===== config.mk =====
export PLATFORM = sky130hd
export DESIGN_NAME = shortest_remaining_time_scheduler_core
export DESIGN_NICKNAME = d
export VERILOG_FILES = /design/src/sv/srtf_pkg.sv /design/src/sv/srtf_cell.sv /design/src/sv/shortest_remaining_time_scheduler_core.sv
export SDC_FILE = /design/constraint.sdc
export NUM_CORES = 1
export LEC_CHECK = 0
export BUFFER_PORTS_ARGS = -buffer_cell sky130_fd_sc_hd__clkbuf_2
export CAP_MARGIN = 20
export CELL_PAD_IN_SITES_DETAIL_PLACEMENT = 1
export CELL_PAD_IN_SITES_GLOBAL_PLACEMENT = 1
export CORE_MARGIN = 2
export CORE_UTILIZATION = 47
export CTS_BUF_LIST = sky130_fd_sc_hd__clkbuf_8
export CTS_CLUSTER_SIZE = 24
export DETAILED_ROUTE_END_ITERATION = 10
export PLACE_DENSITY_LB_ADDON = 0.1
export SKIP_LAST_GASP = 1
export SLEW_MARGIN = 15
export SYNTH_ARGS = -nofsm -noshare
export SYNTH_HDL_FRONTEND = slang
export SYNTH_SLANG_ARGS = --single-unit

===== constraint.sdc =====
create_clock -name clk -period 4.5 [get_ports clk]
set_input_delay 0.9 -clock clk [delete_from_list [all_inputs] [get_ports clk]]
set_output_delay 0.9 -clock clk [all_outputs]
set_load 0.02 [all_outputs]

===== src/sv/srtf_pkg.sv =====
// Shared types and constants for the SRTF scheduler.
// No dependencies.
`timescale 1ns / 1ps
`default_nettype none

package srtf_pkg;

	localparam int SLOT_W  = 3;
	localparam int BURST_W = 16;
	localparam int RES_W   = 16;
	localparam int IN_W    = 24;
	localparam int OUT_W   = 40;

	localparam logic [RES_W-1:0] RES_MAX = 16'hFFFF;

	typedef enum logic {
		CMD_ARRIVE = 1'b0,
		CMD_TICK   = 1'b1
	} cmd_t;

	typedef enum logic [2:0] {
		ST_IDLE,
		ST_SCAN,
		ST_UPDATE,
		ST_FINISH,
		ST_RESULT
	} state_t;

	typedef struct packed {
		logic load;
		logic dec;
	} cell_ctl_t;

endpackage

`default_nettype wire


===== src/sv/srtf_cell.sv =====
// One job slot of the scheduler chain: slot state plus one stage of the
// running-minimum scan. Depends on srtf_pkg.
`timescale 1ns / 1ps
`default_nettype none

module srtf_cell #(
	parameter int IDX_W     = 3,
	parameter int TIME_BITS = 16,
	parameter int CELL_IDX  = 0
) (
	input  logic                            clk,
	input  logic                            arst_n,
	input  srtf_pkg::cell_ctl_t             ctl,
	input  logic [srtf_pkg::BURST_W-1:0]    load_burst,
	input  logic [TIME_BITS-1:0]            load_time,
	output logic                            occupied,
	input  logic                            in_valid,
	input  logic [IDX_W-1:0]                in_idx,
	input  logic [srtf_pkg::BURST_W-1:0]    in_rem,
	input  logic [srtf_pkg::BURST_W-1:0]    in_burst,
	input  logic [TIME_BITS-1:0]            in_arr,
	output logic                            out_valid,
	output logic [IDX_W-1:0]                out_idx,
	output logic [srtf_pkg::BURST_W-1:0]    out_rem,
	output logic [srtf_pkg::BURST_W-1:0]    out_burst,
	output logic [TIME_BITS-1:0]            out_arr
);
	import srtf_pkg::*;

	localparam logic [IDX_W-1:0] MY_IDX = IDX_W'(CELL_IDX);

	logic                 occ_q;
	logic [BURST_W-1:0]   rem_q;
	logic [BURST_W-1:0]   burst_q;
	logic [TIME_BITS-1:0] arr_q;
	logic                 take;

	logic                 valid_q;
	logic [IDX_W-1:0]     idx_q;
	logic [BURST_W-1:0]   mrem_q;
	logic [BURST_W-1:0]   mburst_q;
	logic [TIME_BITS-1:0] marr_q;

	// strict less-than keeps the lower slot on ties
	assign take = occ_q && (!in_valid || (rem_q < in_rem));

	always_ff @(posedge clk or negedge arst_n) begin
		if (!arst_n) begin
			occ_q <= 1'b0;
		end else if (ctl.load) begin
			occ_q <= 1'b1;
		end else if (ctl.dec && (rem_q == BURST_W'(1))) begin
			occ_q <= 1'b0;
		end
	end

	always_ff @(posedge clk) begin
		if (ctl.load) begin
			rem_q   <= load_burst;
			burst_q <= load_burst;
			arr_q   <= load_time;
		end else if (ctl.dec) begin
			rem_q <= rem_q - BURST_W'(1);
		end
	end

	always_ff @(posedge clk or negedge arst_n) begin
		if (!arst_n) begin
			valid_q <= 1'b0;
		end else begin
			valid_q <= in_valid || take;
		end
	end

	always_ff @(posedge clk) begin
		idx_q    <= take ? MY_IDX  : in_idx;
		mrem_q   <= take ? rem_q   : in_rem;
		mburst_q <= take ? burst_q : in_burst;
		marr_q   <= take ? arr_q   : in_arr;
	end

	assign occupied  = occ_q;
	assign out_valid = valid_q;
	assign out_idx   = idx_q;
	assign out_rem   = mrem_q;
	assign out_burst = mburst_q;
	assign out_arr   = marr_q;

endmodule

`default_nettype wire


===== src/sv/shortest_remaining_time_scheduler_core.sv =====
// Shortest-remaining-time-first scheduler over MAX_JOBS job slots held in
// a chain of slot cells, one registered compare stage per cell. An arrival
// request loads its result registers on acceptance, then the output register
// from ST_RESULT; no new request is taken until the result is loaded. A tick
// request walks the minimum through the whole chain in ST_SCAN, then does
// the slot update in ST_UPDATE, the finish times in ST_FINISH and loads the
// output register in ST_RESULT before the next request is taken. A held
// output stalls ST_RESULT, so it delays the pending result and the next request.
// Depends on srtf_pkg and srtf_cell.
`timescale 1ns / 1ps
`default_nettype none

module shortest_remaining_time_scheduler_core #(
	parameter int MAX_JOBS  = 8,
	parameter int TIME_BITS = 16
) (
	input  logic                        clk,
	input  logic                        arst_n,
	input  logic                        s_tvalid,
	output logic                        s_tready,
	// [2:0] job_slot, [18:3] burst_length, [23:19] zero
	input  logic [srtf_pkg::IN_W-1:0]   s_tdata,
	// [0] command
	input  logic                        s_tuser,
	output logic                        m_tvalid,
	input  logic                        m_tready,
	// [0] busy_res, [3:1] running_job, [4] finished, [20:5] waiting_time,
	// [36:21] turnaround_time, [37] slot_error, [39:38] zero
	output logic [srtf_pkg::OUT_W-1:0]  m_tdata
);
	import srtf_pkg::*;

	localparam int IDX_W  = $clog2(MAX_JOBS);
	localparam int WIDE_W = (TIME_BITS > RES_W) ? TIME_BITS : RES_W;

	state_t state_q, state_nx;

	logic [SLOT_W-1:0]    job_slot;
	logic [BURST_W-1:0]   burst_length;
	cmd_t                 command;
	logic                 accept;

	logic [MAX_JOBS-1:0]  hit;
	logic [MAX_JOBS-1:0]  occ;
	logic                 slot_err;
	cell_ctl_t            ctl [MAX_JOBS];

	logic [MAX_JOBS:0]    ch_valid;
	logic [IDX_W-1:0]     ch_idx   [MAX_JOBS+1];
	logic [BURST_W-1:0]   ch_rem   [MAX_JOBS+1];
	logic [BURST_W-1:0]   ch_burst [MAX_JOBS+1];
	logic [TIME_BITS-1:0] ch_arr   [MAX_JOBS+1];

	logic [IDX_W-1:0]     cnt_q;
	logic                 scan_done;
	logic                 upd_en;
	logic                 res_load;

	logic [TIME_BITS-1:0] time_q;
	logic [TIME_BITS-1:0] time_nx;

	logic                 busy_q;
	logic [IDX_W-1:0]     run_q;
	logic                 fin_q;
	logic [TIME_BITS-1:0] t_q;
	logic [BURST_W-1:0]   bst_q;

	logic [WIDE_W-1:0]    tw;
	logic [WIDE_W-1:0]    bw;
	logic [WIDE_W-1:0]    diff;
	logic [RES_W-1:0]     tat;
	logic [RES_W-1:0]     wt;

	logic                 r_busy_q;
	logic [SLOT_W-1:0]    r_run_q;
	logic                 r_fin_q;
	logic [RES_W-1:0]     r_wt_q;
	logic [RES_W-1:0]     r_tat_q;
	logic                 r_err_q;

	logic                 m_valid_q;
	logic [OUT_W-1:0]     m_data_q;
	logic                 out_free;

	assign job_slot     = s_tdata[SLOT_W-1:0];
	assign burst_length = s_tdata[SLOT_W +: BURST_W];
	assign command      = cmd_t'(s_tuser);
	assign accept       = s_tvalid && s_tready;

	// slot cells
	assign ch_valid[0] = 1'b0;
	assign ch_idx[0]   = '0;
	assign ch_rem[0]   = '0;
	assign ch_burst[0] = '0;
	assign ch_arr[0]   = '0;

	for (genvar i = 0; i < MAX_JOBS; i++) begin : g_cell
		assign hit[i]      = (int'(job_slot) == i);
		assign ctl[i].load = accept && (command == CMD_ARRIVE) && hit[i] && !occ[i]
			&& (burst_length != '0);
		assign ctl[i].dec  = upd_en && ch_valid[MAX_JOBS]
			&& (ch_idx[MAX_JOBS] == IDX_W'(i));

		srtf_cell #(
			.IDX_W     (IDX_W),
			.TIME_BITS (TIME_BITS),
			.CELL_IDX  (i)
		) u_cell (
			.clk        (clk),
			.arst_n     (arst_n),
			.ctl        (ctl[i]),
			.load_burst (burst_length),
			.load_time  (time_q),
			.occupied   (occ[i]),
			.in_valid   (ch_valid[i]),
			.in_idx     (ch_idx[i]),
			.in_rem     (ch_rem[i]),
			.in_burst   (ch_burst[i]),
			.in_arr     (ch_arr[i]),
			.out_valid  (ch_valid[i+1]),
			.out_idx    (ch_idx[i+1]),
			.out_rem    (ch_rem[i+1]),
			.out_burst  (ch_burst[i+1]),
			.out_arr    (ch_arr[i+1])
		);
	end

	// no matching slot or an occupied one
	assign slot_err = !(|hit) || |(hit & occ);

	// control
	assign scan_done = (cnt_q == IDX_W'(MAX_JOBS - 1));
	assign out_free  = !m_valid_q || m_tready;

	always_ff @(posedge clk or negedge arst_n) begin
		if (!arst_n) begin
			state_q <= ST_IDLE;
		end else begin
			state_q <= state_nx;
		end
	end

	always_comb begin
		state_nx = state_q;
		s_tready = 1'b0;
		upd_en   = 1'b0;
		res_load = 1'b0;
		case (state_q)
			ST_IDLE: begin
				s_tready = 1'b1;
				if (s_tvalid) begin
					state_nx = (command == CMD_TICK) ? ST_SCAN : ST_RESULT;
				end
			end
			ST_SCAN: begin
				if (scan_done) begin
					state_nx = ST_UPDATE;
				end
			end
			ST_UPDATE: begin
				upd_en   = 1'b1;
				state_nx = ST_FINISH;
			end
			ST_FINISH: begin
				state_nx = ST_RESULT;
			end
			ST_RESULT: begin
				if (out_free) begin
					res_load = 1'b1;
					state_nx = ST_IDLE;
				end
			end
			default: begin
				state_nx = ST_IDLE;
			end
		endcase
	end

	always_ff @(posedge clk or negedge arst_n) begin
		if (!arst_n) begin
			cnt_q <= '0;
		end else if (accept) begin
			cnt_q <= '0;
		end else if (state_q == ST_SCAN) begin
			cnt_q <= cnt_q + IDX_W'(1);
		end
	end

	// time counter, saturating
	assign time_nx = (time_q == '1) ? time_q : time_q + TIME_BITS'(1);

	always_ff @(posedge clk or negedge arst_n) begin
		if (!arst_n) begin
			time_q <= '0;
		end else if (upd_en) begin
			time_q <= time_nx;
		end
	end

	always_ff @(posedge clk) begin
		if (upd_en) begin
			busy_q <= ch_valid[MAX_JOBS];
			run_q  <= ch_idx[MAX_JOBS];
			fin_q  <= ch_valid[MAX_JOBS] && (ch_rem[MAX_JOBS] == BURST_W'(1));
			t_q    <= time_nx - ch_arr[MAX_JOBS];
			bst_q  <= ch_burst[MAX_JOBS];
		end
	end

	// finish times
	assign tw   = WIDE_W'(t_q);
	assign bw   = WIDE_W'(bst_q);
	assign diff = tw - bw;
	assign tat  = (tw > WIDE_W'(RES_MAX)) ? RES_MAX : tw[RES_W-1:0];
	assign wt   = (tw <= bw) ? '0
		: ((diff > WIDE_W'(RES_MAX)) ? RES_MAX : diff[RES_W-1:0]);

	always_ff @(posedge clk) begin
		if (accept && (command == CMD_ARRIVE)) begin
			r_busy_q <= 1'b0;
			r_run_q  <= '0;
			r_fin_q  <= 1'b0;
			r_wt_q   <= '0;
			r_tat_q  <= '0;
			r_err_q  <= slot_err;
		end else if (state_q == ST_FINISH) begin
			r_busy_q <= busy_q;
			r_run_q  <= busy_q ? SLOT_W'(run_q) : '0;
			r_fin_q  <= fin_q;
			r_wt_q   <= fin_q ? wt : '0;
			r_tat_q  <= fin_q ? tat : '0;
			r_err_q  <= 1'b0;
		end
	end

	// output register
	always_ff @(posedge clk or negedge arst_n) begin
		if (!arst_n) begin
			m_valid_q <= 1'b0;
		end else if (res_load) begin
			m_valid_q <= 1'b1;
		end else if (m_tready) begin
			m_valid_q <= 1'b0;
		end
	end

	always_ff @(posedge clk) begin
		if (res_load) begin
			m_data_q <= {2'b00, r_err_q, r_tat_q, r_wt_q, r_fin_q, r_run_q, r_busy_q};
		end
	end

	assign m_tvalid = m_valid_q;
	assign m_tdata  = m_data_q;

endmodule

`default_nettype wire


==> flow_metrics.env <==
export IMPL_status="finished, final reports clean"
export IMPL_grt_pass1_vias=26900
export IMPL_dpl_cell_area_mm2=0.0406
export IMPL_slew_headroom=0.265
export IMPL_n_fill_cell=8416
export IMPL_port_buffers=63
export IMPL_cap_viol_max_count=0
export IMPL_rsz0062_at_grt="false"
export IMPL_drtIter0Drc=1234
export IMPL_fmax_mhz=259
export IMPL_syn_area_per_cell_um2=12.1
export IMPL_rr_worst_depth=11
export IMPL_antenna_found_initial=3
export IMPL_synth_edf_count=460
export IMPL_cts_buffers=154
export IMPL_pin_count=71
export IMPL_drtAntennaViolNets=0
export IMPL_finalSetupViolCount=0
export IMPL_cts_root_buffer="clkbuf_8"
export IMPL_gp_congestion=0.869
export IMPL_cts_resized=0
export IMPL_synth_cells=3212
export IMPL_cts_setup_buffers=0
export IMPL_slew_viol_final=0
export IMPL_whs_ps=219
export IMPL_worstPathArrival_ps=4350
export IMPL_finClkSkew_ps=39.7
export IMPL_p_leak_nw=17.3
export IMPL_layout_common_cells="edfxtp_1, dfxtp_1, mux2_2"
export IMPL_power_density_mw_per_mm2=421
export IMPL_dr_pass1_iters=5
export IMPL_synth_top_area_frac=0.354
export IMPL_layout_nets=3523
export IMPL_clk_latency_ps=810
export IMPL_fin_crit_sh=0.858
export IMPL_hpwl_mm=64.5
export IMPL_drc=0
export IMPL_layout_commonest_cell="edfxtp_1"
export IMPL_wl_per_cell_um=21.2
export IMPL_area_growth_pct=12.0
export IMPL_die_h_um=292
export IMPL_ys_types=81
export IMPL_critical_path_class="reg -> reg"
export IMPL_die_w_um=292
export IMPL_cts_tree="built"
export IMPL_cts_path_max_buffers=3
export IMPL_vias=25100
export IMPL_netlist_area_mm2=0.0390
export IMPL_vias_per_cell=5.53
export IMPL_synth_area_leaders="edfxtp_1, dfxtp_1, mux2_2"
export IMPL_clkSinkCount=937
export IMPL_grt_max_degree=100
export IMPL_irDropWorstVdd_mv=0.250
export IMPL_drive_gt1_frac=0.195
export IMPL_num_rows=105
export IMPL_grt_ovfl_total=0
export IMPL_tightest_slew_ps=1100
export IMPL_postCtsHoldBufs=0
export IMPL_yosysWarnings=0
export IMPL_cts_clk_slew_worst_paths_ps=60
export IMPL_design_area_mm2=0.0436
export IMPL_grt_pass1_wl_mm=151
export IMPL_synthFlopType="edfxtp_1"
export IMPL_synth_top_area_cell="edfxtp_1"
export IMPL_core_mm2=0.0821
export IMPL_dieArea_mm2=0.0852
export IMPL_initial_core_util=0.475
export IMPL_hp_class="in -> async"
export IMPL_cp_required_ps=4990
export IMPL_grt_usage=0.227
export IMPL_htreeDepth=4
export IMPL_cp_end_kind="register"
export IMPL_period_needed_ps=3860
export IMPL_drt_wl_total_mm=96.2
export IMPL_worst_path_max_fanout=14
export IMPL_tns_ps=0
export IMPL_async_flop_share=0.0416
export IMPL_synth_ff_latch_count=937
export IMPL_synth_seq_area_share=0.605
export IMPL_hold_violations=0
export IMPL_start_kind="register"
[final cells by class]
| class | instances | area (µm²) | share of cell area |
|---|---|---|---|
| inverter | 211 | 792 | 0.0182 |
| multi-input combinational | 1902 | 14000 | 0.322 |
| tap | 1070 | 1340 | 0.0307 |
| antenna | 2 | 5.00 | 0.000115 |
| timing repair buffer | 131 | 846 | 0.0194 |
| sequential | 937 | 23600 | 0.540 |
| clock inverter | 109 | 598 | 0.0137 |
| clock buffer | 177 | 2440 | 0.0558 |
[critical path, stage by stage, from the launching register on]
cell      delay (ps)
dfrtp_1          680
ha_1             390
nand3_1          230
or3_2            540
xnor2_1          160
ha_1             210
fa_1             410
nor2b_1          120
o21ai_0          120
a21o_1           240
a31oi_1          270
o311ai_0         170
[where the power goes]
part           switching [mW]  total (mW)  internal, mW
clock                    3.44        7.15          3.71
sequential              0.229        9.62          9.39
combinational           0.905        1.60         0.692
[sequential cells by signal, indices dropped and copies added, names as in the netlist, 16 cells and up]
signal	count
bst_q	16
g_cell.u_cell.arr_q	128
g_cell.u_cell.burst_q	128
g_cell.u_cell.out_arr	128
g_cell.u_cell.out_burst	128
g_cell.u_cell.out_idx	17
g_cell.u_cell.out_rem	128
g_cell.u_cell.rem_q	128
m_tdata	38
r_tat_q	16
r_wt_q	16
t_q	16
time_q	16
[per-stage QoR]
stage / power [mW] / instances / utilization / worst slack, ps
finish: 18.4 / 4539 / 0.531 / 639
global route: 19.2 / 4539 / 0.531 / 366
detailed placement: 11.4 / 4250 / 0.494 / 628
CTS: 18.6 / 4536 / 0.531 / 634
floorplan: 10.8 / 3213 / - / 1070
global placement: 11.3 / 4250 / 0.494 / 691
[kinds of logic after synthesis]
group                    after synthesis  share of synthesized area
flip-flops                           937                      0.605
AND/OR/NAND/NOR                      783                      0.102
AO/OA/AOI/OAI                        523                     0.0873
buffers and inverters                374                     0.0380
multiplexers                         298                     0.0858
adder cells (fa/ha/maj)              157                     0.0508
XOR/XNOR                             139                     0.0312
other                                  1                  0.0000962
[path summary, 6_finish.rpt]
path                                                         from  slack [ps]                               endpoint
min                                                        arst_n         220                  time_q[4]$_DFFE_PN0N_
max                                         time_q[1]$_DFFE_PN0N_         640                      t_q[12]$_DFFE_PN_
max reg2reg                                 time_q[1]$_DFFE_PN0N_         640                      t_q[12]$_DFFE_PN_
min in group clk           g_cell[7].u_cell.out_burst[13]$_DFF_P_         390                    bst_q[13]$_DFFE_PN_
max in group asynchronous                                  arst_n        3730  g_cell[3].u_cell.occupied$_DFFE_PN0P_
min reg2reg                g_cell[7].u_cell.out_burst[13]$_DFF_P_         390                    bst_q[13]$_DFFE_PN_
[synth_stat cells (30+ instances only)]
library cell    n
buf_2          43
and2_1         54
o21ai_0       101
xnor2_1       107
dfxtp_1       438
nand2_1       163
ha_1          155
inv_1         211
edfxtp_1      460
nor4_1         40
nand3_1        94
nor2_1        204
a31oi_1        69
a21oi_1       149
nand4_1        61
o2111ai_1      52
mux2_2        287
nor3_1         30
a21o_1         34
dfrtp_1        39
clkbuf_1       97
xor2_1         32
[per-layer routing]
metal	up-vias	share of wire	wire, µm	track usage
met1	12400	0.45	43600	0.303
li1	11900	-	-	-
met5	-	0	0	0
met2	572	0.47	45100	0.369
met4	0	0.028	2670	0.0849
met3	183	0.049	4740	0.0420
Note: power is estimated with default switching activity, not from simulation.
